## config.mk

```make
export PLATFORM = sky130hd
export DESIGN_NAME = scan_alert_mode_controller
export DESIGN_NICKNAME = d
export VERILOG_FILES = /design/src/rtl/core/sam_pkg.sv /design/src/rtl/core/sam_front.sv /design/src/rtl/core/sam_queue.sv /design/src/rtl/core/sam_back.sv /design/src/rtl/core/scan_alert_mode_controller.sv
export SDC_FILE = /design/constraint.sdc
export NUM_CORES = 1
export LEC_CHECK = 0
export BUFFER_PORTS_ARGS = -buffer_cell sky130_fd_sc_hd__buf_2
export CELL_PAD_IN_SITES_DETAIL_PLACEMENT = 2
export CELL_PAD_IN_SITES_GLOBAL_PLACEMENT = 2
export CORE_AREA = 10 10 185 187
export CTS_CLUSTER_DIAMETER = 30
export DETAILED_ROUTE_END_ITERATION = 7
export DIE_AREA = 0 0 195 197
export GPL_ROUTABILITY_DRIVEN = 0
export GPL_TIMING_DRIVEN = 0
export PLACE_DENSITY_LB_ADDON = 0.1
export SLEW_MARGIN = 20
export SYNTH_ARGS = -nofsm -noshare
export SYNTH_HDL_FRONTEND = slang
export SYNTH_HIERARCHICAL = 1
export SYNTH_SLANG_ARGS = --single-unit
```

## constraint.sdc

```tcl
create_clock -name clk_i -period 5.3 [get_ports clk_i]
set_input_delay 0.53 -clock clk_i [delete_from_list [all_inputs] [get_ports clk_i]]
set_output_delay 0.53 -clock clk_i [all_outputs]
set_load 0.05 [all_outputs]
```

## src/rtl/core/sam_pkg.sv

```systemverilog
// Shared types and constants of the scan alert mode controller.
// Used by every module in rtl/core; depends on nothing else.
package sam_pkg;

  localparam int unsigned LineBytesDefault = 96;
  localparam int unsigned PrefixBytes      = 8;
  localparam int unsigned QueueDepthDefault = 4;

  localparam int unsigned OpW      = 3;
  localparam int unsigned ByteW    = 8;
  localparam int unsigned CfgW     = 16;
  localparam int unsigned CfgIdxW  = 3;
  localparam int unsigned ElapsedW = 17;

  localparam logic [CfgW-1:0] ScanTimeoutReset = 16'd15000;
  localparam logic [CfgW-1:0] MatchHoldReset   = 16'd5000;
  localparam logic [CfgW-1:0] NomatchHoldReset = 16'd1000;
  localparam logic [CfgW-1:0] PanicHoldReset   = 16'd5000;
  localparam logic [CfgW-1:0] NeterrHoldReset  = 16'd3000;

  localparam logic [ByteW-1:0] CharLf  = 8'h0A;
  localparam logic [ByteW-1:0] CharCr  = 8'h0D;
  localparam logic [ByteW-1:0] CharOne = 8'h31;

  localparam int unsigned      KwResultLen = 7;
  localparam int unsigned      KwErrLen    = 4;
  localparam logic [55:0]      KwResult    = "RESULT:";
  localparam logic [31:0]      KwErr       = "ERR:";

  typedef enum logic [OpW-1:0] {
    OP_TICK     = 3'd0,
    OP_SCAN     = 3'd1,
    OP_PANIC    = 3'd2,
    OP_RX_BYTE  = 3'd3,
    OP_RX_ERROR = 3'd4
  } sam_op_e;

  typedef enum logic [CfgIdxW-1:0] {
    CFG_SCAN_TIMEOUT = 3'd0,
    CFG_MATCH_HOLD   = 3'd1,
    CFG_NOMATCH_HOLD = 3'd2,
    CFG_PANIC_HOLD   = 3'd3,
    CFG_NETERR_HOLD  = 3'd4
  } sam_cfg_e;

  typedef enum logic [2:0] {
    MODE_IDLE     = 3'd0,
    MODE_SCANNING = 3'd1,
    MODE_MATCH    = 3'd2,
    MODE_NOMATCH  = 3'd3,
    MODE_PANIC    = 3'd4,
    MODE_NETERR   = 3'd5
  } sam_mode_e;

  typedef enum logic [2:0] {
    MSG_NONE     = 3'd0,
    MSG_PANIC    = 3'd1,
    MSG_SCANNING = 3'd2,
    MSG_NETERR   = 3'd3,
    MSG_MATCH    = 3'd4,
    MSG_NOMATCH  = 3'd5
  } sam_msg_e;

  // Classified event handed from the line front end to the mode engine.
  typedef enum logic [2:0] {
    EV_NONE    = 3'd0,
    EV_TICK    = 3'd1,
    EV_SCAN    = 3'd2,
    EV_PANIC   = 3'd3,
    EV_MATCH   = 3'd4,
    EV_NOMATCH = 3'd5,
    EV_NETERR  = 3'd6
  } sam_event_e;

  typedef struct packed {
    logic     push;
    logic     pop;
    logic     full;
    logic     empty;
  } sam_queue_ctrl_t;

  typedef struct packed {
    sam_mode_e mode;
    logic      capture;
    sam_msg_e  msg;
  } sam_result_t;

endpackage

```

## src/rtl/core/sam_front.sv

```systemverilog
// Front end: accepts input beats, assembles link lines and classifies each beat into an event.
// Depends on sam_pkg.
module sam_front import sam_pkg::*; #(
  parameter int unsigned LineBytes = LineBytesDefault
) (
  input  logic             clk_i,
  input  logic             rst_ni,
  input  logic             in_valid_i,
  output logic             in_ready_o,
  input  logic [OpW-1:0]   operation_i,
  input  logic [ByteW-1:0] rx_byte_i,
  input  logic             queue_full_i,
  output logic             push_o,
  output sam_event_e       event_o
);

  localparam int unsigned LenW = $clog2(LineBytes);
  localparam int unsigned PfxIdxW = $clog2(PrefixBytes);

  logic [LenW-1:0]  line_len_q, line_len_d;
  logic [ByteW-1:0] prefix_q [PrefixBytes];
  logic             pfx_we;
  logic [PfxIdxW-1:0] pfx_idx;
  logic             is_eol;
  logic             result_hit, err_hit, one_hit;
  logic             accept;

  assign in_ready_o = !queue_full_i;
  assign accept     = in_valid_i && !queue_full_i;
  assign push_o     = accept;
  assign is_eol     = (rx_byte_i == CharLf) || (rx_byte_i == CharCr);
  assign pfx_idx    = line_len_q[PfxIdxW-1:0];

  assign result_hit = (line_len_q >= LenW'(KwResultLen)) &&
                      ({prefix_q[0], prefix_q[1], prefix_q[2], prefix_q[3],
                        prefix_q[4], prefix_q[5], prefix_q[6]} == KwResult);
  assign one_hit    = (line_len_q >= LenW'(PrefixBytes)) && (prefix_q[7] == CharOne);
  assign err_hit    = (line_len_q >= LenW'(KwErrLen)) &&
                      ({prefix_q[0], prefix_q[1], prefix_q[2], prefix_q[3]} == KwErr);

  always_comb begin
    line_len_d = line_len_q;
    pfx_we     = 1'b0;
    event_o    = EV_NONE;
    unique case (operation_i)
      OP_TICK:  event_o = EV_TICK;
      OP_SCAN:  event_o = EV_SCAN;
      OP_PANIC: event_o = EV_PANIC;
      OP_RX_BYTE: begin
        if (is_eol) begin
          if (line_len_q != '0) begin
            line_len_d = '0;
            if (result_hit) begin
              event_o = one_hit ? EV_MATCH : EV_NOMATCH;
            end else if (err_hit) begin
              event_o = EV_NETERR;
            end
          end
        end else if (line_len_q < LenW'(LineBytes - 1)) begin
          pfx_we     = (line_len_q < LenW'(PrefixBytes));
          line_len_d = line_len_q + 1'b1;
        end else begin
          line_len_d = '0;
        end
      end
      OP_RX_ERROR: line_len_d = '0;
      default: event_o = EV_NONE;
    endcase
  end

  always_ff @(posedge clk_i or negedge rst_ni) begin
    if (!rst_ni) begin
      line_len_q <= '0;
    end else if (accept) begin
      line_len_q <= line_len_d;
    end
  end

  always_ff @(posedge clk_i) begin
    if (accept && pfx_we) begin
      prefix_q[pfx_idx] <= rx_byte_i;
    end
  end

endmodule

```

## src/rtl/core/sam_queue.sv

```systemverilog
// Short event queue between the front end and the mode engine.
// Depends on sam_pkg.
module sam_queue import sam_pkg::*; #(
  parameter int unsigned Depth = QueueDepthDefault
) (
  input  logic            clk_i,
  input  logic            rst_ni,
  input  sam_event_e      push_event_i,
  output sam_event_e      pop_event_o,
  input  logic            push_i,
  input  logic            pop_i,
  output sam_queue_ctrl_t ctrl_o
);

  localparam int unsigned PtrW = $clog2(Depth);
  localparam int unsigned CntW = $clog2(Depth + 1);

  sam_event_e      slots_q [Depth];
  logic [PtrW-1:0] wr_ptr_q, rd_ptr_q;
  logic [CntW-1:0] count_q;
  logic            full, empty;

  assign full        = (count_q == CntW'(Depth));
  assign empty       = (count_q == '0);
  assign pop_event_o = slots_q[rd_ptr_q];

  always_comb begin
    ctrl_o.push  = push_i;
    ctrl_o.pop   = pop_i;
    ctrl_o.full  = full;
    ctrl_o.empty = empty;
  end

  always_ff @(posedge clk_i or negedge rst_ni) begin
    if (!rst_ni) begin
      wr_ptr_q <= '0;
      rd_ptr_q <= '0;
      count_q  <= '0;
    end else begin
      if (push_i) begin
        wr_ptr_q <= (wr_ptr_q == PtrW'(Depth - 1)) ? '0 : wr_ptr_q + 1'b1;
      end
      if (pop_i) begin
        rd_ptr_q <= (rd_ptr_q == PtrW'(Depth - 1)) ? '0 : rd_ptr_q + 1'b1;
      end
      if (push_i && !pop_i) begin
        count_q <= count_q + 1'b1;
      end else if (pop_i && !push_i) begin
        count_q <= count_q - 1'b1;
      end
    end
  end

  always_ff @(posedge clk_i) begin
    if (push_i) begin
      slots_q[wr_ptr_q] <= push_event_i;
    end
  end

  // No push into a full queue without a pop, and no pop from an empty one.
  assert property (@(posedge clk_i) disable iff (!rst_ni) push_i |-> !full || pop_i)
    else $error("sam_queue: push while full");
  assert property (@(posedge clk_i) disable iff (!rst_ni) pop_i |-> !empty)
    else $error("sam_queue: pop while empty");
  assert property (@(posedge clk_i) disable iff (!rst_ni) count_q <= CntW'(Depth))
    else $error("sam_queue: count out of range");

endmodule

```

## src/rtl/core/sam_back.sv

```systemverilog
// Mode engine: applies queued events, runs the per-mode timeouts and holds the result register.
// Also holds the timeout and hold configuration. Depends on sam_pkg.
module sam_back import sam_pkg::*; (
  input  logic               clk_i,
  input  logic               rst_ni,
  input  logic               cfg_we_i,
  input  logic [CfgIdxW-1:0] cfg_index_i,
  input  logic [CfgW-1:0]    cfg_data_i,
  input  sam_event_e         event_i,
  input  logic               queue_empty_i,
  output logic               pop_o,
  output logic               out_valid_o,
  input  logic               out_ready_i,
  output sam_result_t        result_o
);

  localparam logic [ElapsedW-1:0] ElapsedMax = '1;

  logic [CfgW-1:0]     scan_timeout_q, match_hold_q, nomatch_hold_q;
  logic [CfgW-1:0]     panic_hold_q, neterr_hold_q;
  sam_mode_e           mode_q, mode_d;
  logic [ElapsedW-1:0] elapsed_q, elapsed_d;
  sam_msg_e            msg_d;
  logic                capture_d;
  logic                out_valid_q;
  sam_result_t         result_q;
  logic                pop;

  assign pop         = !queue_empty_i && (!out_valid_q || out_ready_i);
  assign pop_o       = pop;
  assign out_valid_o = out_valid_q;
  assign result_o    = result_q;

  always_comb begin
    mode_d    = mode_q;
    elapsed_d = elapsed_q;
    msg_d     = MSG_NONE;
    capture_d = 1'b0;
    unique case (event_i)
      EV_NONE: ;
      EV_TICK: begin
        if (elapsed_q != ElapsedMax) begin
          elapsed_d = elapsed_q + 1'b1;
        end
      end
      EV_SCAN: begin
        if (mode_q == MODE_IDLE) begin
          mode_d    = MODE_SCANNING;
          elapsed_d = '0;
          msg_d     = MSG_SCANNING;
          capture_d = 1'b1;
        end
      end
      EV_PANIC: begin
        mode_d    = MODE_PANIC;
        elapsed_d = '0;
        msg_d     = MSG_PANIC;
      end
      EV_MATCH: begin
        mode_d    = MODE_MATCH;
        elapsed_d = '0;
        msg_d     = MSG_MATCH;
      end
      EV_NOMATCH: begin
        mode_d    = MODE_NOMATCH;
        elapsed_d = '0;
        msg_d     = MSG_NOMATCH;
      end
      EV_NETERR: begin
        mode_d    = MODE_NETERR;
        elapsed_d = '0;
        msg_d     = MSG_NETERR;
      end
      default: ;
    endcase

    // A mode entered by this beat has a zero count, so at most one timeout fires.
    unique case (mode_d)
      MODE_SCANNING: begin
        if (elapsed_d > {1'b0, scan_timeout_q}) begin
          mode_d    = MODE_NETERR;
          elapsed_d = '0;
          msg_d     = MSG_NETERR;
        end
      end
      MODE_MATCH: begin
        if (elapsed_d > {1'b0, match_hold_q}) begin
          mode_d    = MODE_IDLE;
          elapsed_d = '0;
        end
      end
      MODE_NOMATCH: begin
        if (elapsed_d > {1'b0, nomatch_hold_q}) begin
          mode_d    = MODE_IDLE;
          elapsed_d = '0;
        end
      end
      MODE_PANIC: begin
        if (elapsed_d > {1'b0, panic_hold_q}) begin
          mode_d    = MODE_IDLE;
          elapsed_d = '0;
        end
      end
      MODE_NETERR: begin
        if (elapsed_d > {1'b0, neterr_hold_q}) begin
          mode_d    = MODE_IDLE;
          elapsed_d = '0;
        end
      end
      default: ;
    endcase
  end

  always_ff @(posedge clk_i or negedge rst_ni) begin
    if (!rst_ni) begin
      scan_timeout_q <= ScanTimeoutReset;
      match_hold_q   <= MatchHoldReset;
      nomatch_hold_q <= NomatchHoldReset;
      panic_hold_q   <= PanicHoldReset;
      neterr_hold_q  <= NeterrHoldReset;
    end else if (cfg_we_i) begin
      unique case (cfg_index_i)
        CFG_SCAN_TIMEOUT: scan_timeout_q <= cfg_data_i;
        CFG_MATCH_HOLD:   match_hold_q   <= cfg_data_i;
        CFG_NOMATCH_HOLD: nomatch_hold_q <= cfg_data_i;
        CFG_PANIC_HOLD:   panic_hold_q   <= cfg_data_i;
        CFG_NETERR_HOLD:  neterr_hold_q  <= cfg_data_i;
        default: ;
      endcase
    end
  end

  always_ff @(posedge clk_i or negedge rst_ni) begin
    if (!rst_ni) begin
      mode_q      <= MODE_IDLE;
      elapsed_q   <= '0;
      out_valid_q <= 1'b0;
    end else begin
      if (pop) begin
        mode_q    <= mode_d;
        elapsed_q <= elapsed_d;
      end
      if (pop) begin
        out_valid_q <= 1'b1;
      end else if (out_ready_i) begin
        out_valid_q <= 1'b0;
      end
    end
  end

  always_ff @(posedge clk_i) begin
    if (pop) begin
      result_q.mode    <= mode_d;
      result_q.capture <= capture_d;
      result_q.msg     <= msg_d;
    end
  end

  assert property (@(posedge clk_i) disable iff (!rst_ni)
      out_valid_q && result_q.capture |-> result_q.mode == MODE_SCANNING &&
      result_q.msg == MSG_SCANNING)
    else $error("sam_back: capture request outside scanning entry");
  assert property (@(posedge clk_i) disable iff (!rst_ni)
      out_valid_q && (result_q.msg == MSG_PANIC) |-> result_q.mode == MODE_PANIC)
    else $error("sam_back: panic message without panic mode");
  assert property (@(posedge clk_i) disable iff (!rst_ni)
      mode_q != $past(mode_q) |-> elapsed_q == '0)
    else $error("sam_back: elapsed count not cleared on mode change");

endmodule

```

## src/rtl/core/scan_alert_mode_controller.sv

```systemverilog
// Scan alert mode controller: a line front end feeds classified events through a short
// queue into the mode engine that drives lamps, buzzer, capture and phone messages.
// The block accepts one beat per cycle while the queue has room and returns exactly one
// result beat for every input beat. The front end classifies in the cycle of acceptance,
// the queue absorbs up to QueueDepth beats while the result side stalls, and the mode
// engine, when not stalled, handles one queued event per cycle into its result register.
// There is no start-up sweep: the block takes beats from the first cycle after reset.
module scan_alert_mode_controller import sam_pkg::*; #(
  parameter int unsigned LineBytes  = LineBytesDefault,
  parameter int unsigned QueueDepth = QueueDepthDefault
) (
  input  logic               clk_i,
  input  logic               rst_ni,
  input  logic               cfg_we_i,
  input  logic [CfgIdxW-1:0] cfg_index_i,
  input  logic [CfgW-1:0]    cfg_data_i,
  input  logic               in_valid_i,
  output logic               in_ready_o,
  input  logic [OpW-1:0]     operation_i,
  input  logic [ByteW-1:0]   rx_byte_i,
  output logic               out_valid_o,
  input  logic               out_ready_i,
  output logic [2:0]         current_mode_o,
  output logic               led_green_o,
  output logic               led_yellow_o,
  output logic               led_red_o,
  output logic               buzzer_on_o,
  output logic               capture_request_o,
  output logic [2:0]         phone_message_o
);

  sam_event_e      push_event, pop_event;
  logic            push, pop;
  sam_queue_ctrl_t queue_ctrl;
  sam_result_t     result;

  sam_front #(
    .LineBytes (LineBytes)
  ) u_front (
    .clk_i        (clk_i),
    .rst_ni       (rst_ni),
    .in_valid_i   (in_valid_i),
    .in_ready_o   (in_ready_o),
    .operation_i  (operation_i),
    .rx_byte_i    (rx_byte_i),
    .queue_full_i (queue_ctrl.full),
    .push_o       (push),
    .event_o      (push_event)
  );

  sam_queue #(
    .Depth (QueueDepth)
  ) u_queue (
    .clk_i        (clk_i),
    .rst_ni       (rst_ni),
    .push_event_i (push_event),
    .pop_event_o  (pop_event),
    .push_i       (push),
    .pop_i        (pop),
    .ctrl_o       (queue_ctrl)
  );

  sam_back u_back (
    .clk_i         (clk_i),
    .rst_ni        (rst_ni),
    .cfg_we_i      (cfg_we_i),
    .cfg_index_i   (cfg_index_i),
    .cfg_data_i    (cfg_data_i),
    .event_i       (pop_event),
    .queue_empty_i (queue_ctrl.empty),
    .pop_o         (pop),
    .out_valid_o   (out_valid_o),
    .out_ready_i   (out_ready_i),
    .result_o      (result)
  );

  assign current_mode_o    = result.mode;
  assign led_green_o       = (result.mode == MODE_IDLE) || (result.mode == MODE_NOMATCH);
  assign led_yellow_o      = (result.mode == MODE_SCANNING) || (result.mode == MODE_NETERR);
  assign led_red_o         = (result.mode == MODE_MATCH) || (result.mode == MODE_PANIC) ||
                             (result.mode == MODE_NETERR);
  assign buzzer_on_o       = (result.mode == MODE_MATCH) || (result.mode == MODE_PANIC);
  assign capture_request_o = result.capture;
  assign phone_message_o   = result.msg;

endmodule
```

After elaboration in Yosys (flattened, before gate mapping)
Memories as Yosys holds them, arrays and structs flattened.
Index checks and enable logic that the tools add are counted.
- memory bits (read-only): 0
- memories kept: 2
- RAM bits: 76
- output and inout bits: 13
- bits in latches: 0
- bits in registers: 122
- memory list (memory ; depth ; width ; read ports ; clocked after memory_dff ; wr ports ; RTL line ; source):
    u_front.prefix_q ; 8 ; 8 ; 8 ; 0 ; 1 ; sam_front.sv:21 ; logic [ByteW-1:0] prefix_q [PrefixBytes];
    u_queue.slots_q ; 4 ; 3 ; 1 ; 0 ; 1 ; sam_queue.sv:18 ; sam_event_e slots_q [Depth];
- magnitude comparators: 10
- mux-type cells: 45
- bitwise operators: 0
- equal/unequal tests: 34
- $add $sub $neg: 6
- shift-type cells: 0
- reductions and logical operators: 35
- multiply operators: 0
- div/mod/pow operators: 0
- operators by type and width (operator ; count):
    17-bit 2-to-1 mux ; 7
    17-bit by 16-bit > comparator with 1-bit output ; 5
    17-bit case mux with 5 select lines ; 1
    56-bit by 55-bit equality test with 1-bit output, second input constant ; 1
    17-bit case mux with 3 select lines ; 1
    3-bit case mux with 5 select lines ; 3
    3-bit 2-to-1 mux ; 14
    32-bit by 31-bit equality test with 1-bit output, second input constant ; 1
    3-bit by 2-bit equality test with 1-bit output, second input constant ; 10
    3-bit equality test, second input constant ; 10
    7-bit 2-to-1 mux ; 3
    17-bit by 1-bit adder with 17-bit output, second input constant ; 1
    17-bit != test, second input constant ; 1
    8-bit by 4-bit equality test with 1-bit output, second input constant ; 2
    3-bit by 1-bit equality test with 1-bit output, second input constant ; 5
    3-bit zero test ; 5
    7-bit by 3-bit >= comparator with 1-bit output, second input constant ; 2
    7-bit case mux with 2 select lines ; 1
    3-bit case mux with 4 select lines ; 1
    1-bit 2-to-1 mux ; 11
    2-bit AND reduction ; 5
    8-bit by 6-bit equality test with 1-bit output, second input constant ; 1
    1-bit logical AND ; 8
    7-bit by 1-bit adder with 7-bit output, second input constant ; 1
    other kinds (15) ; 30

Logic depth before layout (Yosys ltp)
An unclocked memory read counts as a cell.
- depth after elaboration: 8
- mapped depth: 18
- gate-level depth less buffers: 16

By module
The synthesis kept the hierarchy.
- by module, submodules not included (module ; instances ; cells an instance ; seq. area each (µm²) ; area an instance (µm²)):
    sam_back ; 1 ; 796 ; 2775.2 ; 7018.0
    sam_front ; 1 ; 177 ; 2097.0 ; 2836.5
    sam_queue ; 1 ; 56 ; 535.5 ; 880.8
    scan_alert_mode_controller ; 1 ; 7 ; 0.0 ; 45.0

Worst setup path before layout
Ideal clock, no wire load.
- kind: flip-flop to flip-flop
- from: register u_queue.rd_ptr_q[0]
- to: register u_back.mode_q[2]
- stages on the path, launching flop included: 15
- buffers on the path: 3
- slack: 0.819 ns
- data required time: 5.175 ns
- setup time: 0.125 ns
- arrival: 4.356 ns
- cell sequence: dfrtp_1 mux4_1 clkbuf_8 clkbuf_1 nand3b_1 clkbuf_1 o41ai_1 ha_1 nand3_1 or4_1 o32ai_1 a21oi_1 or2_1 a311o_2 mux2_4
- longest elaborated chain between the ends: 7
- elaborated cells between the ends (all ways): 26
- those cells by class: order compare (5); eq/ne (11); mux (8); reduce/logical (1); memory (1)
- RTL lines (item ; RTL line ; source):
    start, declared ; sam_queue.sv:19 ; logic [PtrW-1:0] wr_ptr_q, rd_ptr_q;
    start signal, assigned ; sam_queue.sv:44 ; rd_ptr_q <= (rd_ptr_q == PtrW'(Depth - 1)) ? '0 : rd_ptr_q + 1'b1;
    memory read 4 x 3 bit * ; - ;
    net pop_event[2] ; scan_alert_mode_controller.sv:32 ; sam_event_e push_event, pop_event;
    3-bit by 2-bit equality test with 1-bit output or 3-bit equality test (tied branches) ; sam_back.sv:39 ; unique case (event_i)
    4-bit OR reduction (no line) ; - ;
    17-bit case mux with 3 select lines ; sam_back.sv:39 ;
    17-bit by 16-bit > comparator with 1-bit output (on tied branches) ; - ;
    3-bit 2-to-1 mux (on tied branches) ; - ;
    3-bit case mux with 5 select lines * ; sam_back.sv:78 ; unique case (mode_d)
    net u_back.mode_d[2] ; sam_back.sv:21 ; sam_mode_e mode_q, mode_d;
    end signal, assigned ; sam_back.sv:140 ; mode_q <= mode_d;
    end, declared ; sam_back.sv:21 ;
The timed path passes the listed nets; every way through them passes the cells marked *.
A chain may end at the register's enable or synchronous reset.

Worst setup path in the final report
- from: register u_queue.rd_ptr_q[0]
- to: register u_back.elapsed_q[4]
- longest elaborated chain between the ends: 7
- elaborated cells between the ends (all ways): 26
- those cells by class: order compare (5); eq/ne (11); mux (8); reduce/logical (1); memory (1)
- RTL lines (item ; RTL line ; source):
    memory read 4 x 3 bit * ; - ;
    net pop_event[0] ; scan_alert_mode_controller.sv:32 ;
    3-bit by 2-bit equality test with 1-bit output or 3-bit equality test (tied branches) ; sam_back.sv:39 ;
    4-bit OR reduction (no line) ; - ;
    17-bit case mux with 3 select lines ; sam_back.sv:39 ;
    17-bit by 16-bit > comparator with 1-bit output (on tied branches) ; - ;
    17-bit 2-to-1 mux (on tied branches) ; - ;
    17-bit case mux with 5 select lines * ; sam_back.sv:78 ;
    end signal, assigned ; sam_back.sv:141 ; elapsed_q <= elapsed_d;
    end, declared ; sam_back.sv:22 ; logic [ElapsedW-1:0] elapsed_q, elapsed_d;
Marked as above.

==> out/metrics.cfg <==
[die]
die_h_um = 197
io_pins = 48
initial_core_util_pct = 35.4
die_area_sq_um = 38400
row_count = 64
fp.dieW_um = 195
fp.coreArea_sq_um = 30400

[timing]
fmax_mhz = 203
slew-limit-headroom_pct = 45.1
final.setup.tns_ns = 0
slew_viol_final = 0
skew_ns = 0.0119
period_minus_slack_ns = 4.91
hold_violations = 0
layout_setup_ws_ns = 0.386
rsz0062_at_grt = no
whs_ns = 0.353
post-route-period-util_pct = 92.7
worst_pin_slew_ns = 0.812
finalSetupViolCount = 0

[setup_path]
start_kind = register
path_common_cell = buf_4
crit_chain = mux4_1 > buf_2 > and2_1 > a22o_1 > o21ai_0 > o31ai_4 > ha_1 > nand4_1 > nor4_4 > o31ai_1 > a221oi_2 > o21bai_1 > a211oi_4 > buf_4 > buf_4 > a21oi_1
cp_max_fo = 10
r2r_slack_ns = 0.39
arrival_ns = 5.25
critPathSlowestCell = mux4_1
cp.required_ns = 5.63
cp_slowest_stage_delay_ns = 0.63
crit_type = reg2reg
endpoint_kind = register
reg2reg_depth = 16
r2r-start = u_queue/rd_ptr_q[0]
rr_endpoint = u_back/elapsed_q[4]

[drt]
first_pass_iters = 4
ant_nets = 0
routed_wl_um = 31400
post_drt_wl_per_cell_um = 20.7
drtIter0Drc = 326
vias_per_cell = 5.32
vias = 8058
drc = 0

[synthesis]
netlist_instances = 1034
synth_area_sq_um = 10800
syn_area_per_cell_sq_um = 10.4
ys_warn_count = 6
synthesis.nets = 1159

[clock_tree]
clk_pin_slew_ns = 0.07
clk_path_buf_depth = 2
cts_made_buffers = 17
cts_tree = yes
cts_root_buf = clkbuf_16
clock-sinks = 198
htree_levels = 4
clkLatencyLatePin_ns = 0.45

[place]
hpwlAfterDp_um = 23400
port_buffers = 47
place_inst = 1479
place_area_sq_um = 11600
pre_cts_slack_ns = -1.29

[grt]
grtUsageMet2_pct = 29.8
grt_pass1_wl_um = 50900
grt_overflow_total = 0
grt_util_met3_pct = 2.19
grt_max_degree = 66
grt_pass1_vias = 8846
grt_util_all_layers_pct = 16.7
antenna_found_initial = 0
grt_busiest_layer = met2
gr-usage-met1_pct = 20.9

[power_and_ir_drop]
power_mw = 5.29
pwr_density_cell_nw_per_um2 = 429
irDropWorstVdd_mv = 0.355
p_leak_nw = 5.10

[cells_and_area]
nets = 1230
finalNonFillerCells = 1514
antenna_cells = 0
final_area_sq_um = 12300
drive_above_1_share_pct = 18.4
utilization_pct = 40.5
num-fill-cells = 3277
area_growth_pct = 14.5

[outcome]
status = complete, no violations

[min_path]
worstHoldPathCells = 3
hold_path_end = u_back/out_valid_o
hold_path_class = in2reg
hold_start = out_ready_i

[flow_run]
cap_violations = 0

==> layout by cell type (no fill, tap or decap), drive strengths merged, types with 6 or more instances in the layout <==
cell and instances:
nand2 128, inv 105, o21ai 100, ha 89, dfrtp 85, edfxtp 83, buf 65, nor2 59
a21oi 48, clkbuf 41, dfstp 30, nand3 29, mux2 29, nand4 26, nor3 21, o31ai 10
a211oi 9, nor2b 8, and2 7, a22oi 7, or3 7, a31oi 6, nor4b 6, a22o 6
nor4 6, clkinv 6
==> metal layers <==
metal,up-vias,wire length [um],part of all wire (%)
li1,3872,-,-
met1,4119,14300,46
met2,52,16300,52
met3,15,494,1.6
met4,0,241,0.77
met5,-,0,0
==> where the power goes <==
group | internal (mW) | total (mW) | switching [mW] | leakage [nW]
sequential | 1.90 | 2.04 | 0.146 | 2.12
combinational | 0.697 | 1.96 | 1.27 | 2.70
clock | 0.624 | 1.28 | 0.658 | 0.274
==> state kept, by name, summed over array words and instances, names as in the netlist, 7 cells and up <==
register,flops
u_back/neterr_hold_q,16
u_back/elapsed_q,17
u_back/result_o,7
u_back/scan_timeout_q,16
u_back/panic_hold_q,16
u_back/match_hold_q,16
u_front/prefix_q,64
u_front/line_len_q,7
u_back/nomatch_hold_q,16
u_queue/slots_q,12
==> timing repair <==
item,4_1_cts,5_1_grt
buffers inserted,0,3
endpoints found under the setup margin,25,20
hold buffers,1,0
pin swaps,1,3
resized for setup,23,20
hold endpoints to repair,13,0
==> worst max-delay path by stage <==
stage                             start                    to  slack [ns]  depth (start not counted)
floorplan           u_queue/rd_ptr_q[0]      u_back/mode_q[2]        0.82                         14
global placement    u_queue/rd_ptr_q[0]   u_back/elapsed_q[3]       -1.12                         16
detailed placement  u_queue/rd_ptr_q[0]  u_back/elapsed_q[13]       -1.29                         16
CTS                 u_queue/rd_ptr_q[0]   u_back/elapsed_q[4]       0.006                         16
global route        u_queue/rd_ptr_q[0]   u_back/elapsed_q[4]       0.002                         18
finish              u_queue/rd_ptr_q[0]   u_back/elapsed_q[4]        0.39                         16
==> cell type report <==
type                       instances  area [sq um]  share of cell area (%)
tap                              396           495                    4.02
clock buffer                      18           429                    3.48
timing repair buffer              53           310                    2.52
clock inverter                    14           138                    1.12
multi-input combinational        700          4970                    40.3
buffer                            36           204                    1.65
sequential                       198          5410                    43.9
inverter                          99           372                    3.02
==> worst max-delay path, delay by kind of cell, from the launching register on <==
kind            cells  cell delay, ns
buf+inv             3            0.62
flops               1            0.44
mux                 1            0.63
compound gates      8            1.91
simple gates        3            0.80
fa+ha+maj           1            0.37
Power figures use the tool's default switching activity.
